### src/hw/rtl/lzme_pkg.sv
package lzme_pkg;

    localparam int WINDOW_DEPTH_DEF    = 1024;
    localparam int LOOKAHEAD_DEPTH_DEF = 16;
    localparam int MAX_TOKENS          = 16;

    localparam int LEN_W  = 4;
    localparam int PEND_W = 5;
    localparam int WCFG_W = 11;
    localparam int LCFG_W = 5;

    localparam logic [WCFG_W-1:0] WINDOW_RESET = WCFG_W'(1024);
    localparam logic [LCFG_W-1:0] LOOK_RESET   = LCFG_W'(16);

    typedef struct packed {
        logic hist_shift;
        logic cmp_load;
        logic cmp_shift;
        logic run_clr;
        logic run_en;
    } cell_ctrl_t;

endpackage

### src/hw/rtl/lzme_cell.sv
module lzme_cell
    import lzme_pkg::*;
(
    input  logic             aclk,
    input  cell_ctrl_t       ctrl,
    input  logic [7:0]       hist_prev,
    input  logic [7:0]       cmp_next,
    input  logic [7:0]       ref_byte,
    output logic [7:0]       hist_out,
    output logic [7:0]       cmp_out,
    output logic [LEN_W-1:0] run_out
);

    logic [7:0]       hist_reg;
    logic [7:0]       cmp_reg;
    logic [LEN_W-1:0] run_reg;
    logic [LEN_W-1:0] run_next;

    // run counts matches back from the far end of the lookahead
    always_comb begin
        run_next = run_reg;
        if (ctrl.run_clr) begin
            run_next = '0;
        end else if (ctrl.cmp_shift) begin
            if (ctrl.run_en && (cmp_reg == ref_byte)) begin
                run_next = run_reg + LEN_W'(1);
            end else begin
                run_next = '0;
            end
        end
    end

    always_ff @(posedge aclk) begin
        if (ctrl.hist_shift) begin
            hist_reg <= hist_prev;
        end
        if (ctrl.cmp_load) begin
            cmp_reg <= hist_reg;
        end else if (ctrl.cmp_shift) begin
            cmp_reg <= cmp_next;
        end
        run_reg <= run_next;
    end

    assign hist_out = hist_reg;
    assign cmp_out  = cmp_reg;
    assign run_out  = run_reg;

endmodule

### config.mk
export PLATFORM = sky130hd
export DESIGN_NAME = lzme_cell
export DESIGN_NICKNAME = d
export VERILOG_FILES = /design/src/hw/rtl/lzme_pkg.sv /design/src/hw/rtl/lzme_cell.sv
export SDC_FILE = /design/constraint.sdc
export NUM_CORES = 1
export LEC_CHECK = 0
export ABC_AREA = 1
export BUFFER_PORTS_ARGS = -buffer_cell sky130_fd_sc_hd__buf_4
export CAP_MARGIN = 20
export CORE_MARGIN = 2
export CORE_UTILIZATION = 45
export CTS_CLUSTER_SIZE = 20
export DETAILED_ROUTE_END_ITERATION = 6
export PLACE_DENSITY = 0.79
export SLEW_MARGIN = 40
export SYNTH_ARGS = -nofsm -noshare
export SYNTH_HDL_FRONTEND = slang
export SYNTH_SLANG_ARGS = --single-unit
export TNS_END_PERCENT = 50
### constraint.sdc
create_clock -name aclk -period 2.8 [get_ports aclk]
set_input_delay 0.56 -clock aclk [delete_from_list [all_inputs] [get_ports aclk]]
set_output_delay 0.56 -clock aclk [all_outputs]
set_load 0.005 [all_outputs]
After elaboration in Yosys (flattened, before gate mapping)
Cells that the tools add are included.
- memories: 0
- bits in writable memories: 0
- input port bits: 30
- bits in read-only memories: 0
- latch bits: 0
- register bits: 20
- bitwise gates (word level): 0
- equal/unequal tests: 1
- div/mod/pow operators: 0
- order comparisons: 0
- multipliers: 0
- reductions and logical operators: 2
- $add $sub $neg: 1
- shift operators: 0
- multiplexer cells: 3
- operators with widths (operator ; count):
    $mux 8 ; 2
    $eq 8x8->1 ; 1
    $add 4x1->4 const B ; 1
    $mux 4 ; 1
    $reduce_bool 2->1 ; 1
    $logic_and 1x1->1 ; 1

Longest topological paths before layout
Gate-level depths: netlist of the first run.
- depth in word-level cells: 3
- gate-level depth with buffers: 8
- gate-level depth less buffers: 8

Worst setup path before layout of the first run
Ideal clock, no wire load.
- path kind: in2reg
- start: in ctrl[3] (netlist bit)
- end: reg cmp_reg[0], in the netlist cmp_out[0], enable pin
- slack: 1463 ps
- setup time: 329 ps
- path buffers: 1
- data required time: 2471 ps
- stages on the path: 3
- arrival: 1008 ps
- cells stage by stage: buf_2 inv_2 nand2_1
- longest elaborated chain between the ends: 1
- RTL lines (element ; RTL line ; text):
    from (decl) ; lzme_cell.sv:5 ; input cell_ctrl_t ctrl,
    $reduce_bool 2->1 (no line) ; - ;
    to (signal assigned) ; lzme_cell.sv:38 ; cmp_reg <= hist_reg;
    to (signal assigned) ; lzme_cell.sv:40 ; cmp_reg <= cmp_next;
    to (decl) ; lzme_cell.sv:15 ; logic [7:0] cmp_reg;
Every way passes these cells.
A chain may end at the register's enable or synchronous reset.

Worst setup path after layout of the first run
- start: reg cmp_reg[4], in the netlist cmp_out[4]
- end: out cmp_out[4]
- RTL lines (element ; RTL line ; text):
    to (decl) ; lzme_cell.sv:10 ; output logic [7:0] cmp_out,
No word-level cell between the ends.

==> out/qor.csv, run 1 <==
stage,metric,value,unit
sta,final_hold_viol_count,0,
critical_path,cp_num_buf_inv,1,
flow_run,drv_cap,0,
floorplanning,die_area,0.00249,mm2
layout,final_design_area_no_fill,0.00137,mm2
sta,timing.max_slew.rel_slack,79.9,%
global_route,track_usage,17.5,%
sta,timing.final.crit_period,1460,ps
critical_path,crit_path_cell_count,1,
global_route,busiest_layer,met2,
pwr,switching_share,23.0,%
sta,final_max_slew_viol_count,0,
sta,setup-violations-final,0,
floorplanning,chip_width,49.9,um
clock_network,maximum_number_of_buffers_from_clock_root_to_sink,2,
global_route,global_route_wire_length_before_repair,3360,um
clock_network,cts_max_level,1,
drt,drt_first_pass_iters,4,
hold_path,hold_class,input pin to register,
pwr,power_frac_clock,22.1,%
clock_network,cts_resized,0,
critical_path,cp_data_arrival_time,900,ps
layout,area_growth_syn_to_layout,44.5,%
critical_path,critPathRequiredTime,2240,ps
yosys,synth-seq-cells,20,
clock_network,worst_setup_hold_path_clk_slew,100,ps
sta,worstMarginPinSlew,301,ps
drt,drtAntennaViolNets,0,
drt,drt-wirelength-per-cell,10.5,um
drt,detail_route.drc_violations,0,
critical_path,worst-setup-path-type,register to primary output,
global_route,overflow,0,
global_route,global_route.usage.met3,4.24,%
sta,rsz0062_at_grt,false,
pwr,sequentialPowerShare,59.5,%
layout,final_common_cell,sky130_fd_sc_hd__buf_4,
floorplanning,dieHeight,49.9,um
critical_path,cp_slowest_cell,sky130_fd_sc_hd__edfxtp_1,
layout,final_nets,196,
floorplanning,core_area,0.00198,mm2
pwr,total_leakage_power,0.719,nW
yosys,syn_avg_cell_area,8.48,um2
yosys,yosysUniqueCellTypes,17,
clock_network,cts_post_setup_buffers_inserted,0,
sta,whs,437,ps
floorplanning,floorplan.io_pins,50,
floorplanning,floorplan.initialDensity,47.9,%
global_route,grt_pass1_vias,850,
yosys,synth_sequential_area_ratio,59.0,%
sta,clock-skew-final,5.67,ps
place,place_area,0.00135,mm2
critical_path,regToRegStartpoint,cmp_out[4],
pwr,pwr_density_cell,443,mW/mm2
yosys,mappedNetlistArea,950,um2
critical_path,reg2reg_depth,5,
drt,routed_via_count,864,
clock_network,cts_tree,yes,
drt,via_per_inst,4.52,
drt,routed_wirelength,2000,um
critical_path,critPathLaunch,cmp_out[4],
layout,layout-drive-gt1-share,34.8,%
clock_network,cts_made_buffers,3,
critical_path,cp-end-kind,primary output,
pwr,switching_power,0.140,mW
hold_path,min_delay_path_depth,1,
critical_path,timing.critical_path.from_type,register,
global_route,globalRouteMet2Util,32.4,%
clock_network,sinks_on_the_clock_net,20,
global_route,grtUsageMet1,19.5,%
yosys,synthCells,112,
clock_network,later_pin_clock_latency_in_the_skew_report,290,ps
critical_path,critical_path_peak_fanout,3,
drt,dr.first_iter.drc_count,9,
sta,fin_ws,1340,ps
place,io_buffers,49,
clock_network,cts_hold_buf,0,
outcome,outcome,completed,
layout,final_core_utilization,69.3,%
pwr,power_report.internal_total,0.468,mW
global_route,number_of_antenna_violations_at_the_first_check_in_global_routing,0,
critical_path,timing.critical_path.cells,buf_4,
place,place_worst_setup_slack,1420,ps
sta,setup_total_negative_slack,0,ps
sta,min_period_over_period,52.1,%
clock_network,clock-root-buffer,sky130_fd_sc_hd__clkbuf_4,
pwr,power.combinational.fraction,18.4,%
layout,layout.cells.most_common_list,"sky130_fd_sc_hd__buf_4, sky130_fd_sc_hd__nand2_1, sky130_fd_sc_hd__inv_1, sky130_fd_sc_hd__edfxtp_1, sky130_fd_sc_hd__a21oi_1",
place,hpwl,1660,um
pwr,vdd.ir_drop.worst,0.358,mV
place,place_congestion,0.775,
yosys,syn_nets,143,
hold_path,hold_sp,hist_prev[7],
floorplanning,std_cell_rows,16,
critical_path,critical_path.max_stage_delay,450,ps
critical_path,path_delay_family,flip-flops,
sta,maxClockFrequency,0.686,GHz
layout,insertedDiodeCount,0,
yosys,ys.warnings.count,0,
global_route,grt_max_degree,12,
## final cells by class
cell class / instances / area, um2
clock buffers: 4 / 26.3
fillers: 171 / 609
inverters: 22 / 82.6
multi-input cells: 69 / 302
flip-flops and latches: 20 / 561
well taps: 27 / 33.8
repair buffers: 49 / 368
## routing by layer
layer	vias up	part of all wire [%]
li1	448	-
met1	376	41
met2	38	51
met3	2	7.4
met4	0	0.45
met5	-	0
## registers in the layout, summed over array words and instances (netlist names)
signal    cells
cmp_out       8
hist_out      8
run_out       4
## synthesized netlist by cell type, drive strengths merged
master | count | area [um2]
clkinv | 1 | 3.75
nand2 | 48 | 183
dfxtp | 4 | 80.1
inv | 21 | 78.8
xnor2 | 1 | 8.76
nand3 | 5 | 25.0
ha | 1 | 12.5
a21oi | 7 | 35.0
o21ai | 1 | 5.00
edfxtp | 16 | 480
or2 | 1 | 6.26
nor3 | 2 | 15.0
buf | 1 | 5.00
nor2 | 3 | 11.3
## final timing paths
kind	to	slack, ps
setup / recovery	cmp_out[4]	1340
hold reg to reg	run_out[0]	540
setup reg to reg	run_out[0]	1660
hold / removal	hist_out[7]	440
## power by group through the flow
| stage | clock network, mW | logic (mW) | registers [mW] |
|---|---|---|---|
| 6_report | 0.134 | 0.112 | 0.361 |
| 5_1_grt | 0.150 | 0.126 | 0.365 |
| 4_1_cts | 0.140 | 0.113 | 0.362 |
| 3_5_place_dp | 0 | 0.112 | 0.368 |
| 3_3_place_gp | 0 | 0.110 | 0.367 |
| 2_1_floorplan | 0 | 0.0372 | 0.368 |
## stage by stage
step,std cells,total power [mW]
4_1_cts,191,0.614
2_1_floorplan,112,0.405
3_5_place_dp,187,0.481
6_report,191,0.607
5_1_grt,191,0.641
3_3_place_gp,187,0.476
## worst register-to-register path: stages, from the launching register on
cell	delay (ps)
sky130_fd_sc_hd__edfxtp_1	450
sky130_fd_sc_hd__nor2_1	110
sky130_fd_sc_hd__nor2_1	50
sky130_fd_sc_hd__nor3_1	170
sky130_fd_sc_hd__nand2_1	150
sky130_fd_sc_hd__a21oi_1	150
## cells by family after synthesis
kind of cell             count (synthesis)  synth area share [%]
AND/OR/NAND/NOR                         59                  25.3
buffers and inverters                   23                  9.22
flip-flops                              20                  59.0
AO/OA/AOI/OAI                            8                  4.22
XOR/XNOR                                 1                 0.922
adder cells (fa/ha/maj)                  1                  1.32
No activity file was read; power rests on OpenSTA's default activity.
==> run 2: changes to the inputs <==
--- a/config.mk
+++ b/config.mk
@@ -5,14 +5,14 @@
 export SDC_FILE = /design/constraint.sdc
 export NUM_CORES = 1
 export LEC_CHECK = 0
-export ABC_AREA = 1
+export ABC_AREA = 0
 export BUFFER_PORTS_ARGS = -buffer_cell sky130_fd_sc_hd__buf_4
 export CAP_MARGIN = 20
 export CORE_MARGIN = 2
-export CORE_UTILIZATION = 45
+export CORE_UTILIZATION = 43
 export CTS_CLUSTER_SIZE = 20
 export DETAILED_ROUTE_END_ITERATION = 6
-export PLACE_DENSITY = 0.79
+export PLACE_DENSITY = 0.77
 export SLEW_MARGIN = 40
 export SYNTH_ARGS = -nofsm -noshare
 export SYNTH_HDL_FRONTEND = slang
==> constraint.sdc (replaced) <==
create_clock -name aclk -period 1.4 [get_ports aclk]
set_input_delay 0.28 -clock aclk [delete_from_list [all_inputs] [get_ports aclk]]
set_output_delay 0.28 -clock aclk [all_outputs]
set_load 0.005 [all_outputs]
==> out/qor.csv, run 2 <==
stage,metric,value,unit
sta,final_max_slew_viol_count,0,
layout,area_growth_syn_to_layout,47.1,%
layout,final_design_area_no_fill,0.00133,mm2
layout,final_nets,146,
critical_path,cp_data_arrival_time,1570,ps
layout,multi_input_area,337,um2
global_route,grt_pass1_vias,701,
drt,detail_route.drc_violations,0,
clock_network,sinks_on_the_clock_net,20,
floorplanning,floorplan.io_pins,50,
global_route,number_of_antenna_violations_at_the_first_check_in_global_routing,0,
hold_path,hold_class,input pin to register,
clock_network,cts_max_level,1,
critical_path,critical_path.max_stage_delay,420,ps
global_route,grt_max_degree,12,
drt,via_per_inst,4.78,
pwr,fin_total_pwr,1.22,mW
yosys,synth-seq-cells,20,
sta,setup-violations-final,0,
yosys,muxShareOfSynthArea,10.0,%
clock_network,cts_made_buffers,3,
sta,timing.max_slew.rel_slack,80.5,%
yosys,synthDominantCellAreaShare,53.3,%
pwr,total_leakage_power,0.558,nW
floorplanning,floorplan.initialDensity,45.9,%
critical_path,critPathRequiredTime,1640,ps
yosys,yosys_most_used_dff,sky130_fd_sc_hd__edfxtp_1,
floorplanning,die_area,0.00248,mm2
layout,layout.cells.most_common_list,"sky130_fd_sc_hd__buf_4, sky130_fd_sc_hd__edfxtp_1, sky130_fd_sc_hd__mux2_2, sky130_fd_sc_hd__xor2_1",
layout,layout-drive-gt1-share,55.3,%
clock_network,later_pin_clock_latency_in_the_skew_report,300,ps
global_route,grtUsageMet1,16.2,%
layout,insertedDiodeCount,0,
yosys,syn_nets,93,
outcome,outcome,completed,
layout,layout.area.seq,561,um2
yosys,yosysUniqueCellTypes,20,
critical_path,worst-setup-path-type,register to register,
sta,min_period_over_period,94.8,%
floorplanning,dieHeight,49.8,um
critical_path,path_delay_family,flip-flops,
critical_path,cp_num_buf_inv,0,
floorplanning,chip_width,49.8,um
sta,rsz0062_at_grt,true,
critical_path,critical_path_peak_fanout,4,
yosys,synth_top_family_by_area,simple AND/OR/NAND/NOR gates,
yosys,most_numerous_cell_in_the_yosys_netlist,sky130_fd_sc_hd__edfxtp_1,
yosys,synth_enable_flop_cells,16,
yosys,syn_avg_cell_area,14.5,um2
yosys,synth_compound_area_share,4.17,%
place,place_area,0.00130,mm2
pwr,vdd.ir_drop.worst,0.808,mV
critical_path,cp-end-kind,register,
yosys,post_synth_most_frequent_cells,"sky130_fd_sc_hd__edfxtp_1, sky130_fd_sc_hd__mux2_2, sky130_fd_sc_hd__xor2_1",
yosys,ys.warnings.count,0,
yosys,async_flop_share,0,%
yosys,synth_sequential_area_ratio,62.2,%
sta,final_hold_viol_count,0,
yosys,synth_top_area_cell,sky130_fd_sc_hd__edfxtp_1,
drt,routed_wirelength,1700,um
pwr,pwr_density_cell,917,mW/mm2
yosys,yosys.area_share.xor_xnor,7.78,%
place,place_congestion,0.679,
drt,drt-wirelength-per-cell,12.0,um
critical_path,timing.critical_path.cells,xor2_1 -> nor4_4 -> o2111ai_1 -> a21oi_1,
yosys,mappedNetlistArea,901,um2
sta,timing.final.crit_period,1330,ps
layout,nFillCells,160,
global_route,global_route_wire_length_before_repair,2770,um
drt,drtAntennaViolNets,0,
layout,final_common_cell,sky130_fd_sc_hd__buf_4,
drt,dr.first_iter.drc_count,2,
clock_network,worst_setup_hold_path_clk_slew,100,ps
global_route,overflow,0,
yosys,synthSimpleGateAreaFrac,14.0,%
yosys,post_synthesis_share_of_cell_area_spent_on_full_adders_half_adders_and_majority_gates,1.39,%
clock_network,clock-root-buffer,sky130_fd_sc_hd__clkbuf_4,
drt,routed_via_count,674,
place,place_worst_setup_slack,95.9,ps
sta,clock-skew-final,0.465,ps
place,hpwl,1390,um
place,io_buffers,49,
global_route,busiest_layer,met2,
sta,worstMarginPinSlew,291,ps
clock_network,cts_tree,yes,
global_route,track_usage,14.6,%
floorplanning,core_area,0.00196,mm2
critical_path,cp_slowest_cell,sky130_fd_sc_hd__edfxtp_1,
floorplanning,std_cell_rows,16,
critical_path,timing.critical_path.from_type,register,
global_route,globalRouteMet2Util,26.2,%
sta,maxClockFrequency,0.753,GHz
clock_network,cts_resized,0,
flow_run,drv_cap,0,
sta,fin_ws,72.4,ps
global_route,global_route.usage.met3,3.03,%
clock_network,maximum_number_of_buffers_from_clock_root_to_sink,2,
yosys,synthCells,62,
drt,drt_first_pass_iters,4,
yosys,ys_top_cells_by_area,"sky130_fd_sc_hd__edfxtp_1, sky130_fd_sc_hd__mux2_2, sky130_fd_sc_hd__dfxtp_1",
run 2: cell types whose count changed in the layout (fill, tap and decap cells not counted), moves of 4 or more:
cell | before | now
sky130_fd_sc_hd__nand2b_1 | 0 | 4
sky130_fd_sc_hd__mux2_2 | 0 | 8
sky130_fd_sc_hd__nand3_1 | 5 | 1
sky130_fd_sc_hd__inv_1 | 18 | 0
sky130_fd_sc_hd__nand2_1 | 47 | 1
sky130_fd_sc_hd__xor2_1 | 0 | 7
run 2: worst paths after layout:
path	startpoint	to	slack, ps	cells after the start
worst max-delay path	cmp_out[0]	run_out[2]	70	4
worst min-delay path	hist_prev[3]	hist_out[3]	150	1
worst max register to register	cmp_out[0]	run_out[2]	70	4
worst min register to register	run_out[3]	run_out[3]	500	2
run 2: report_power, final:
part / leakage (nW) / internal, mW / switching (mW)
Clock: 0.0154 / 0.104 / 0.171
Sequential: 0.192 / 0.692 / 0.0255
Combinational: 0.350 / 0.141 / 0.0814
Total: 0.558 / 0.938 / 0.278
run 2: area by class of cell:
class,count,share of cell area [%]
Clock inverter,1,0.283
Multi-Input combinational cell,41,25.4
Tap cell,27,2.55
Clock buffer,3,1.70
Timing Repair Buffer,49,27.8
Sequential cell,20,42.3
run 2: logic make-up after synthesis:
logic type                 count (synthesis)
adders and majority gates                  1
DFF                                       20
buffers and inverters                      1
AOI/OAI and AO/OA                          6
and+or+nand+nor                           18
xor gates and xnor gates                   8
muxes                                      8
run 2: through the flow:
step | setup TNS (ps) | utilization (%) | hold WS (ps) | std cells
2_1_floorplan | 0 | - | 349 | 62
4_1_cts | 0 | 67.5 | 141 | 141
3_5_place_dp | 0 | 66.2 | 459 | 137
3_3_place_gp | 0 | 66.2 | 459 | 137
5_1_grt | -66.2 | 67.5 | 135 | 141
6_report | 0 | 67.5 | 146 | 141
run 2: what timing repair did:
item                                    4_1_cts  5_1_grt
buffers inserted                              0        0
hold buffers                                  0        0
endpoints found under the setup margin        0        3
run 2: per-layer routing:
metal / vias to the layer above / share of wire, %
li1: 334 / -
met1: 306 / 38
met2: 31 / 52
met3: 3 / 9.2
met4: 0 / 1.0
met5: - / 0
